### config.mk
export PLATFORM = sky130hd
export DESIGN_NAME = heap_sort_engine
export DESIGN_NICKNAME = d
export VERILOG_FILES = /design/src/rtl/hse_pkg.sv /design/src/rtl/heap_sort_engine.sv /design/src/rtl/hse_ram.sv
export SDC_FILE = /design/constraint.sdc
export NUM_CORES = 2
export LEC_CHECK = 0
export BUFFER_PORTS_ARGS = -buffer_cell sky130_fd_sc_hd__buf_2
export CORE_MARGIN = 10
export CORE_UTILIZATION = 65
export CTS_BUF_LIST = sky130_fd_sc_hd__clkbuf_8
export CTS_CLUSTER_DIAMETER = 120
export DETAILED_ROUTE_END_ITERATION = 12
export HOLD_SLACK_MARGIN = 0.1
export PLACE_DENSITY = 0.82
export SLEW_MARGIN = 20
export SYNTH_ARGS = -nofsm -noshare
export SYNTH_HDL_FRONTEND = slang
export SYNTH_HIERARCHICAL = 1
export SYNTH_SLANG_ARGS = --single-unit
### constraint.sdc
create_clock -name clk -period 17.5 [get_ports clk]
set_input_delay 0.875 -clock clk [delete_from_list [all_inputs] [get_ports clk]]
set_output_delay 0.875 -clock clk [all_outputs]
set_load 0.005 [all_outputs]
### src/rtl/hse_pkg.sv
package hse_pkg;

    // Width of one stored value, fixed by the item format.
    localparam int VALUE_W = 32;

    // A value as it travels on the ports and through the sort datapath.
    typedef logic signed [VALUE_W-1:0] value_t;

endpackage

### src/rtl/heap_sort_engine.sv
// Heap sort engine. Signed 32-bit values arrive one item per cycle on the
// input channel and are written into a store of DEPTH entries (one write
// port, one read port); values that find the store full are dropped and the
// set is marked as overflowed. The item flagged last also carries a value,
// and once it is taken the input stalls while the stored set is heap sorted
// in place: a max-heap is built bottom-up, then the top is repeatedly moved
// to the end of the shrinking heap and the displaced entry is sifted back
// down. One shared signed comparator and the single read port of the store
// set the pace: each level of a sift needs at most a bounds check, then a read
// of each child, with the decision taken as the right child arrives; each
// sift of the build phase first fetches its node, and each extraction first
// fetches the top and the last leaf. The sorted set then leaves in ascending
// order, one result item at a time: each is read from the store and then
// loaded into the output register once that register is free, with final_res
// on the last one and overflowed repeated on all of them. The input is ready
// again as soon as the last result has been loaded into the output register,
// so a new set can start filling while that result still waits to be taken.
// The store needs no clearing after reset because only entries written for
// the current set are ever read.
module heap_sort_engine #(
    parameter int DEPTH = 64
) (
    input  logic            clk,
    input  logic            rst_n,

    input  logic            item_valid,
    output logic            item_ready,
    input  hse_pkg::value_t value,
    input  logic            last,

    output logic            res_valid,
    input  logic            res_ready,
    output hse_pkg::value_t sorted_value,
    output logic            final_res,
    output logic            overflowed
);

    import hse_pkg::*;

    localparam int ADDR_W  = $clog2(DEPTH);
    localparam int CNT_W   = $clog2(DEPTH + 1);
    // Child indices of the deepest node can exceed the address range.
    localparam int CHILD_W = ADDR_W + 2;

    typedef enum logic [3:0] {
        ST_LOAD,
        ST_BUILD_NEXT,
        ST_SIFT_CUR,
        ST_SIFT_CHK,
        ST_SIFT_L,
        ST_SIFT_R,
        ST_EXT_NEXT,
        ST_EXT_TOP,
        ST_EXT_END,
        ST_OUT_RD,
        ST_OUT_CAP
    } state_t;

    // Control state.
    state_t             state_reg, state_next;
    logic [CNT_W-1:0]   fill_count_reg, fill_count_next;
    logic               dropped_reg, dropped_next;
    logic [CNT_W-1:0]   k_reg, k_next;
    logic [ADDR_W-1:0]  node_reg, node_next;
    logic [CNT_W-1:0]   hlen_reg, hlen_next;
    logic               build_reg, build_next;
    logic               best_is_l_reg, best_is_l_next;
    logic               res_valid_reg, res_valid_next;

    // Datapath and output payload.
    value_t             cur_reg, cur_next;
    value_t             best_reg, best_next;
    value_t             sorted_value_reg, sorted_value_next;
    logic               final_res_reg, final_res_next;
    logic               overflowed_reg, overflowed_next;

    // Store port.
    logic               ram_we;
    logic [ADDR_W-1:0]  ram_wr_addr;
    value_t             ram_wr_data;
    logic [ADDR_W-1:0]  ram_rd_addr;
    value_t             rd_data;

    // Shared comparator and index arithmetic.
    value_t             cmp_b;
    logic               cmp_gt;
    logic [CHILD_W-1:0] lc;
    logic [CHILD_W-1:0] rc;
    logic [CHILD_W-1:0] hlen_ext;
    logic [CNT_W-1:0]   k_dec;
    logic [CNT_W-1:0]   k_inc;
    logic [CNT_W-1:0]   fill_inc;
    state_t             ret_state;

    hse_ram #(
        .WIDTH (VALUE_W),
        .DEPTH (DEPTH)
    ) u_store (
        .clk     (clk),
        .we      (ram_we),
        .wr_addr (ram_wr_addr),
        .wr_data (ram_wr_data),
        .rd_addr (ram_rd_addr),
        .rd_data (rd_data)
    );

    assign lc        = CHILD_W'({node_reg, 1'b1});
    assign rc        = lc + CHILD_W'(1);
    assign hlen_ext  = CHILD_W'(hlen_reg);
    assign k_dec     = k_reg - CNT_W'(1);
    assign k_inc     = k_reg + CNT_W'(1);
    assign fill_inc  = fill_count_reg + CNT_W'(1);
    assign ret_state = build_reg ? ST_BUILD_NEXT : ST_EXT_NEXT;

    // The single comparator always sees the value just read from the store.
    // Against the sifted entry when the left child arrives, and against the
    // larger of the two when the right child arrives.
    assign cmp_b  = (state_reg == ST_SIFT_R) ? best_reg : cur_reg;
    assign cmp_gt = rd_data > cmp_b;

    assign item_ready   = (state_reg == ST_LOAD);
    assign res_valid    = res_valid_reg;
    assign sorted_value = sorted_value_reg;
    assign final_res    = final_res_reg;
    assign overflowed   = overflowed_reg;

    always_comb
    begin
        state_next        = state_reg;
        fill_count_next   = fill_count_reg;
        dropped_next      = dropped_reg;
        k_next            = k_reg;
        node_next         = node_reg;
        hlen_next         = hlen_reg;
        build_next        = build_reg;
        best_is_l_next    = best_is_l_reg;
        res_valid_next    = res_valid_reg && !res_ready;
        cur_next          = cur_reg;
        best_next         = best_reg;
        sorted_value_next = sorted_value_reg;
        final_res_next    = final_res_reg;
        overflowed_next   = overflowed_reg;
        ram_we            = 1'b0;
        ram_wr_addr       = node_reg;
        ram_wr_data       = cur_reg;
        ram_rd_addr       = k_reg[ADDR_W-1:0];

        unique case (state_reg)
            ST_LOAD:
            begin
                if (item_valid)
                begin
                    if (fill_count_reg < CNT_W'(DEPTH))
                    begin
                        ram_we          = 1'b1;
                        ram_wr_addr     = fill_count_reg[ADDR_W-1:0];
                        ram_wr_data     = value;
                        fill_count_next = fill_inc;
                    end
                    else
                    begin
                        dropped_next = 1'b1;
                    end
                    if (last)
                    begin
                        k_next     = fill_count_next >> 1;
                        build_next = 1'b1;
                        state_next = ST_BUILD_NEXT;
                    end
                end
            end

            ST_BUILD_NEXT:
            begin
                if (k_reg == '0)
                begin
                    build_next = 1'b0;
                    k_next     = fill_count_reg;
                    state_next = ST_EXT_NEXT;
                end
                else
                begin
                    ram_rd_addr = k_dec[ADDR_W-1:0];
                    node_next   = k_dec[ADDR_W-1:0];
                    hlen_next   = fill_count_reg;
                    k_next      = k_dec;
                    state_next  = ST_SIFT_CUR;
                end
            end

            ST_SIFT_CUR:
            begin
                cur_next   = rd_data;
                state_next = ST_SIFT_CHK;
            end

            ST_SIFT_CHK:
            begin
                if (lc < hlen_ext)
                begin
                    ram_rd_addr = lc[ADDR_W-1:0];
                    state_next  = ST_SIFT_L;
                end
                else
                begin
                    ram_we     = 1'b1;
                    state_next = ret_state;
                end
            end

            ST_SIFT_L:
            begin
                best_next      = cmp_gt ? rd_data : cur_reg;
                best_is_l_next = cmp_gt;
                if (rc < hlen_ext)
                begin
                    ram_rd_addr = rc[ADDR_W-1:0];
                    state_next  = ST_SIFT_R;
                end
                else if (cmp_gt)
                begin
                    ram_we      = 1'b1;
                    ram_wr_data = rd_data;
                    node_next   = lc[ADDR_W-1:0];
                    state_next  = ST_SIFT_CHK;
                end
                else
                begin
                    ram_we     = 1'b1;
                    state_next = ret_state;
                end
            end

            ST_SIFT_R:
            begin
                ram_we = 1'b1;
                if (cmp_gt)
                begin
                    ram_wr_data = rd_data;
                    node_next   = rc[ADDR_W-1:0];
                    state_next  = ST_SIFT_CHK;
                end
                else if (best_is_l_reg)
                begin
                    ram_wr_data = best_reg;
                    node_next   = lc[ADDR_W-1:0];
                    state_next  = ST_SIFT_CHK;
                end
                else
                begin
                    state_next = ret_state;
                end
            end

            ST_EXT_NEXT:
            begin
                if (k_reg <= CNT_W'(1))
                begin
                    k_next     = '0;
                    state_next = ST_OUT_RD;
                end
                else
                begin
                    ram_rd_addr = '0;
                    state_next  = ST_EXT_TOP;
                end
            end

            ST_EXT_TOP:
            begin
                best_next   = rd_data;
                ram_rd_addr = k_dec[ADDR_W-1:0];
                state_next  = ST_EXT_END;
            end

            ST_EXT_END:
            begin
                cur_next    = rd_data;
                ram_we      = 1'b1;
                ram_wr_addr = k_dec[ADDR_W-1:0];
                ram_wr_data = best_reg;
                node_next   = '0;
                hlen_next   = k_dec;
                k_next      = k_dec;
                state_next  = ST_SIFT_CHK;
            end

            ST_OUT_RD:
            begin
                state_next = ST_OUT_CAP;
            end

            ST_OUT_CAP:
            begin
                if (!res_valid_reg || res_ready)
                begin
                    res_valid_next    = 1'b1;
                    sorted_value_next = rd_data;
                    final_res_next    = (k_inc == fill_count_reg);
                    overflowed_next   = dropped_reg;
                    if (k_inc == fill_count_reg)
                    begin
                        fill_count_next = '0;
                        dropped_next    = 1'b0;
                        state_next      = ST_LOAD;
                    end
                    else
                    begin
                        k_next     = k_inc;
                        state_next = ST_OUT_RD;
                    end
                end
            end

            default:
            begin
                state_next = ST_LOAD;
            end
        endcase
    end

    always_ff @(posedge clk or negedge rst_n)
    begin
        if (!rst_n)
        begin
            state_reg      <= ST_LOAD;
            fill_count_reg <= '0;
            dropped_reg    <= 1'b0;
            k_reg          <= '0;
            node_reg       <= '0;
            hlen_reg       <= '0;
            build_reg      <= 1'b0;
            best_is_l_reg  <= 1'b0;
            res_valid_reg  <= 1'b0;
        end
        else
        begin
            state_reg      <= state_next;
            fill_count_reg <= fill_count_next;
            dropped_reg    <= dropped_next;
            k_reg          <= k_next;
            node_reg       <= node_next;
            hlen_reg       <= hlen_next;
            build_reg      <= build_next;
            best_is_l_reg  <= best_is_l_next;
            res_valid_reg  <= res_valid_next;
        end
    end

    always_ff @(posedge clk)
    begin
        cur_reg          <= cur_next;
        best_reg         <= best_next;
        sorted_value_reg <= sorted_value_next;
        final_res_reg    <= final_res_next;
        overflowed_reg   <= overflowed_next;
    end

    // The number of held values never exceeds the store.
    assert property (@(posedge clk) disable iff (!rst_n)
        fill_count_reg <= CNT_W'(DEPTH))
    else $error("fill count beyond store depth");

    // The node being sifted always lies inside the active heap.
    assert property (@(posedge clk) disable iff (!rst_n)
        (state_reg == ST_SIFT_CHK || state_reg == ST_SIFT_L || state_reg == ST_SIFT_R)
        |-> (CNT_W'(node_reg) < hlen_reg))
    else $error("sift node outside the heap");

    // The active heap never reaches past the values held for the set.
    assert property (@(posedge clk) disable iff (!rst_n)
        (state_reg == ST_SIFT_CHK || state_reg == ST_SIFT_L || state_reg == ST_SIFT_R)
        |-> (hlen_reg <= fill_count_reg))
    else $error("heap length beyond the held set");

    // Output results are only loaded while the set is being emitted.
    assert property (@(posedge clk) disable iff (!rst_n)
        (res_valid_reg && !$past(res_valid_reg)) |-> ($past(state_reg) == ST_OUT_CAP))
    else $error("result appeared outside the output phase");

endmodule

### src/rtl/hse_ram.sv
module hse_ram #(
    parameter int WIDTH = 32,
    parameter int DEPTH = 64
) (
    input  logic                     clk,
    input  logic                     we,
    input  logic [$clog2(DEPTH)-1:0] wr_addr,
    input  logic [WIDTH-1:0]         wr_data,
    input  logic [$clog2(DEPTH)-1:0] rd_addr,
    output logic [WIDTH-1:0]         rd_data
);

    logic [WIDTH-1:0] mem [DEPTH];

    always_ff @(posedge clk)
    begin
        if (we)
        begin
            mem[wr_addr] <= wr_data;
        end
        rd_data <= mem[rd_addr];
    end

endmodule
# Word level (Yosys, flattened, before mapping)
# Memory sizes are Yosys's and may differ from the RTL's. A register that Yosys moved wholly into a read port is not among the register bits.
# Index checks and enable logic that the tools add are counted.
# word_totals
output_inout_bits	36
reg_bits	133
ram_bits	2048
n_memories	1
# op_classes
n_reduce_logical	23
magnitude_cmp	5
addsub	4
n_eq_ne	24
muxes	68
# mem_list
name	depth	word_bits	rd	rd_ports_with_merged_regs	wr	line_no	rtl
u_store.mem	64	32	1	1	1	hse_ram.sv:13	logic [WIDTH-1:0] mem [DEPTH];
# op_table
operator	count
2-to-1 mux 32 bit	7
case mux 32 bit (4 select lines)	1
2-to-1 mux 7 bit	11
2-to-1 mux 6 bit	11
case mux 32 bit (2 select lines)	1
case mux 4 bit (10 select lines)	1
case mux 7 bit (5 select lines)	1
greater-than comparator 32 bit	1
case mux 6 bit (5 select lines)	1
case mux 7 bit (2 select lines)	2
case mux 6 bit (4 select lines)	1
2-to-1 mux 3 bit	7
2-to-1 mux 4 bit	5
!= test 2 bit, second input constant	10
== test 4 x 3 -> 1 bit, second input constant	4
2-to-1 mux 1 bit	15
AND reduction 5 bit	3
adder 7 x 1 -> 7 bit, second input constant	2
== test 4 bit, second input constant	3
case mux 6 bit (2 select lines)	1
adder 7 x 1 -> 8 bit, second input constant	1
== test 4 x 2 -> 1 bit, second input constant	2
less-than comparator 8 x 7 -> 1 bit	1
AND reduction 4 bit	2
other kinds (22)	30

# Longest topological paths before layout
# logic_depth
depth_word	6
depth_mapped	22

# Modules after synthesis
# The synthesis kept the hierarchy.
# modules_own_cells
mod	area_per_inst_um2	n_inst	cells_per_inst	seq_area_each_um2
hse_ram	78512.8	1	3324	62139.6
heap_sort_engine	9121.2	1	897	3818.7

# Least setup slack after synthesis
# Ideal clock, no wire load.
# synth_timing
kind	flip-flop to flip-flop
startpoint	register state_reg[1]
endpoint	memory u_store.mem[0][10], data pin
t_required_ps	16946
n_path_buf	4
setup_slack_ps	11736
stages_incl_launch_ff	18
synth_period_minus_slack_ps	5764
arrival_time_ps	5210
path_cell_list	dfrtp_1 -> buf_2 -> inv_2 -> nand2_1 -> nor2_4 -> buf_1 -> mux2i_1 -> ha_1 -> a21oi_1 -> nand2_1 -> a221oi_2 -> a21oi_1 -> or2_1 -> buf_6 -> nor3_4 -> buf_6 -> a211oi_1 -> o22ai_1
# synth_between
elab_chain_len	6
elab_cells_between_ends	10
cone_classes	order compare (1); eq/ne (3); mux (5); reduce/logical (1)
# synth_rtl
item	line_no	rtl
from (decl)	heap_sort_engine.sv:60	state_t state_reg, state_next;
from (signal assigned)	heap_sort_engine.sv:338	state_reg <= state_next;
== test 4 x 3 -> 1 bit	heap_sort_engine.sv:118, heap_sort_engine.sv:148	
2-to-1 mux 32 bit	heap_sort_engine.sv:118	assign cmp_b = (state_reg == ST_SIFT_R) ? best_reg : cur_reg;
greater-than comparator 32 bit	heap_sort_engine.sv:119	assign cmp_gt = rd_data > cmp_b;
2-to-1 mux 32 bit	heap_sort_engine.sv:220	else if (cmp_gt)
2-to-1 mux 32 bit	heap_sort_engine.sv:215	if (rc < hlen_ext)
case mux 32 bit (4 select lines) *	heap_sort_engine.sv:148	unique case (state_reg)
via ram_wr_data[10]	heap_sort_engine.sv:80	value_t ram_wr_data;
to (decl)	hse_ram.sv:13	
# The timed path passes the listed nets; every way through them passes the cells marked *.

# Final worst setup path
# layout_timing
startpoint	register node_reg[0]
endpoint	register u_store.rd_data[20], read port of u_store.mem
# layout_between
elab_chain_len	4
elab_cells_between_ends	6
cone_classes	add/sub (1); order compare (2); mux (3)
# layout_rtl
item	line_no	rtl
from (decl)	heap_sort_engine.sv:64	logic [ADDR_W-1:0] node_reg, node_next;
from (signal assigned)	heap_sort_engine.sv:342	node_reg <= node_next;
adder 7 x 1 -> 8 bit	heap_sort_engine.sv:108	assign rc = lc + CHILD_W'(1);
less-than comparator 8 x 7 -> 1 bit	heap_sort_engine.sv:215	
2-to-1 mux 6 bit	heap_sort_engine.sv:215	
case mux 6 bit (5 select lines) *	heap_sort_engine.sv:148	
via ram_rd_addr[1]	heap_sort_engine.sv:81	logic [ADDR_W-1:0] ram_rd_addr;
to (decl)	hse_ram.sv:10	output logic [WIDTH-1:0] rd_data
# Marked as above.
# A chain may end at the register's enable or synchronous reset.

==> metrics <==
outcome finished clean; Hold Path Class input pin to flip-flop; final max-slew violation count 0; worst path cell trace ha_1 -> and3_1 -> xnor2_1 -> inv_1 -> ha_1 -> or3_1 -> o221ai_1 -> a21boi_1 -> buf_4 -> a21oi_1 -> nand3_1 -> o21ai_0 -> nand2_4 -> buf_12 -> buf_4 -> nor2b_1 -> buf_4 -> nand2_1 -> a311oi_1 -> nor3_1; via count roughly 47,000; achievable clock frequency 141 MHz; Setup crit start kind flip-flop; # DRC 0; Top reg by flops u_store/mem; Data arrival, critical path 7.98 ns; Mapped Area 87,600 um^2; Synth Instances between 4,000 and 5,000; total gr overflow 0; synth cell count leaders 2,146 x edfxtp_1, 544 x mux4_2, 184 x nor2_1; Synth async-reset ratio approximately 1.6%; DRT Pass-1 Iters 8; Detailed Route WL 234,000 um; hpwl dp 131,000 um; final core occ 72.7%; IO buf count 72; Final Cycle Share 40.6%; io pins 73; number of flip-flops in the largest register 2,048; vias in the first global route 47,600; top-count cell post-synth edfxtp_1; Initial Util 65.6%; count of final hold-check violations 0; worst r2r src node_reg[0]$_DFFE_PN0P_; Final Non-Filler Cells 6,552; syn nets ~4,300; critical path class flip-flop to flip-flop; Detail Route Antenna Nets 0; initial antenna violation count 6; H-tree Lvls 5; Num CTS Buffers 346; most frequent CP cell buf_4; fraction of layout cells with a size suffix above 1 between 20% and 30%; FF+latch count, synth ~2,200; slowest CP cell a311oi_1; Distinct cells, synth between 70 and 80; RSZ-0062 raised after global routing no; Post-synth EDFFs 2,146; maximum root-to-sink buffer count 4; DR vias/cell 7.19; nets@finish between 4,000 and 5,000; Die Ht 387 um; # hold bufs at CTS 1; CTS tree yes; Fin Clk Skew 0.0818 ns; syn avg cell area 20.8 um^2; gr usage total 31.2%; crit-path max FO 133; setup TNS 0 ns; worst setup path startpoint node_reg[0]$_DFFE_PN0P_; Yosys top cell by area edfxtp_1; clock slew seen by the registers of the worst setup and hold paths 0.06 ns; Starting DRT DRC Count roughly 7,800; Worst Max-Slew Pin Slew ~1.2 ns; WP buf/inv 5; Ys Warns 6; Critical Path End Type flip-flop; CP max stage delay 0.79 ns; die area between 100,000 and 150,000 um^2; Final min period 7.11 ns; Placed Cells about 6,000; WL/cell 35.8 um; clock latency on the worst-skew pair 1.05 ns; GPL Wtd Cong 0.899; synth top area cells edfxtp_1 74%, mux4_2 14%, mux2i_1 1.4%, dfrtp_1 1.0%, nor2_1 0.79%; pin count of the biggest net entering global routing 134; min-delay src item_valid; Root Buffer clkbuf_8; core area 134,000 um^2; post-CTS setup buffer count 0; Max-slew headroom 22.9%; first-pass GRT wire length 337,000 um; critical path data required time between 15 and 20 ns; final setup fails 0; row count 134; die width 387 um; Fillers between 6,000 and 7,000; post-synth top area share between 70% and 80%; delay-heaviest family, CP simple AND/OR/NAND/NOR gates; CTS resizes 0; area delta synth->final 10.9%; Synth Flop Type edfxtp_1; # clock sinks 2,213; MaxCap Viol Count 0; sequential area share after synthesis about 75%
[path summary, 6_finish.rpt]
kind,to,slack [ns],cells past startpoint
max in group asynchronous,state_reg[3]$_DFFE_PN0P_,16.39,2
min reg2reg,overflowed$_DFFE_PP_,0.47,0
max reg2reg,u_store/rd_data[20]$_DFF_P_,10.39,20
min in group asynchronous,k_reg[2]$_DFFE_PN0P_,0.55,2
min,fill_count_reg[2]$_DFFE_PN0P_,0.22,3
max,u_store/rd_data[20]$_DFF_P_,10.39,20
[metal layers]
layer,up-vias,track usage [%],share of wire [%],wire length [um]
li1,18400,-,-,-
met1,23800,42.0,33,78100
met2,4186,46.7,46,108000
met3,649,11.1,16,37200
met4,6,13.4,4.8,11100
met5,-,0.159,0.026,62
[cell type report]
type	instances	area [um^2]	share of cell area [%]
repair buffers	217	1510	1.56
well taps	1768	2210	2.28
flip-flops and latches	2213	66000	67.9
clock inverters	215	1090	1.12
inverters	38	143	0.147
multi-input cells	1727	21200	21.8
clock buffers	371	5110	5.25
diodes	3	7.51	0.00772
[layout by cell type (no fill, tap or decap), types with 26 or more instances in the layout]
master    instances
clkinv_1         63
clkbuf_8        371
mux4_2          544
nand3_1          26
nor3_1           37
buf_4           139
o22ai_1          90
inv_1           144
mux2_2           36
a221o_1          33
dfxtp_1          32
o21ai_0          53
clkinv_2         28
ha_1             49
nor2_1          121
nor2_4           65
mux2i_1         126
dfrtp_1          35
buf_2            72
nand2_1          75
edfxtp_1       2146
a21oi_1         131
a22oi_1          35
o221ai_1         29
[worst register-to-register path, delay by kind of cell (launching register included)]
kind            cells  cell delay [ns]
simple gates        7             2.05
flops               1             0.49
buf+inv             5             1.86
fa+ha+maj           2             0.47
xor+xnor            1             0.21
compound gates      5             1.88
[stage by stage]
step	setup WS, ns	instance area (um^2)	hold slack, ns
2_1_floorplan	11.74	87600	0.425
3_3_place_gp	10.42	91000	0.438
3_5_place_dp	10.33	91000	0.449
4_1_cts	10.26	97200	0.131
5_1_grt	9.80	97200	0.178
6_report	10.39	97200	0.216
[cells by family (layout without fill, tap and decap cells)]
kind of cell    Yosys count  after routing  share of synthesized area (%)
flops                  2213           2213                           75.3
mux                     710            710                           15.9
compound gates          510            510                           3.94
simple gates            433            433                           2.35
buf+inv                 281            841                           1.53
fa+ha+maj                49             49                          0.700
xor+xnor                 25             25                          0.281
other cells               0              3                              0
Power is left out: the tool's default activity adds up to more than one toggle a clock period on the data nets, which glitch-free logic cannot reach.
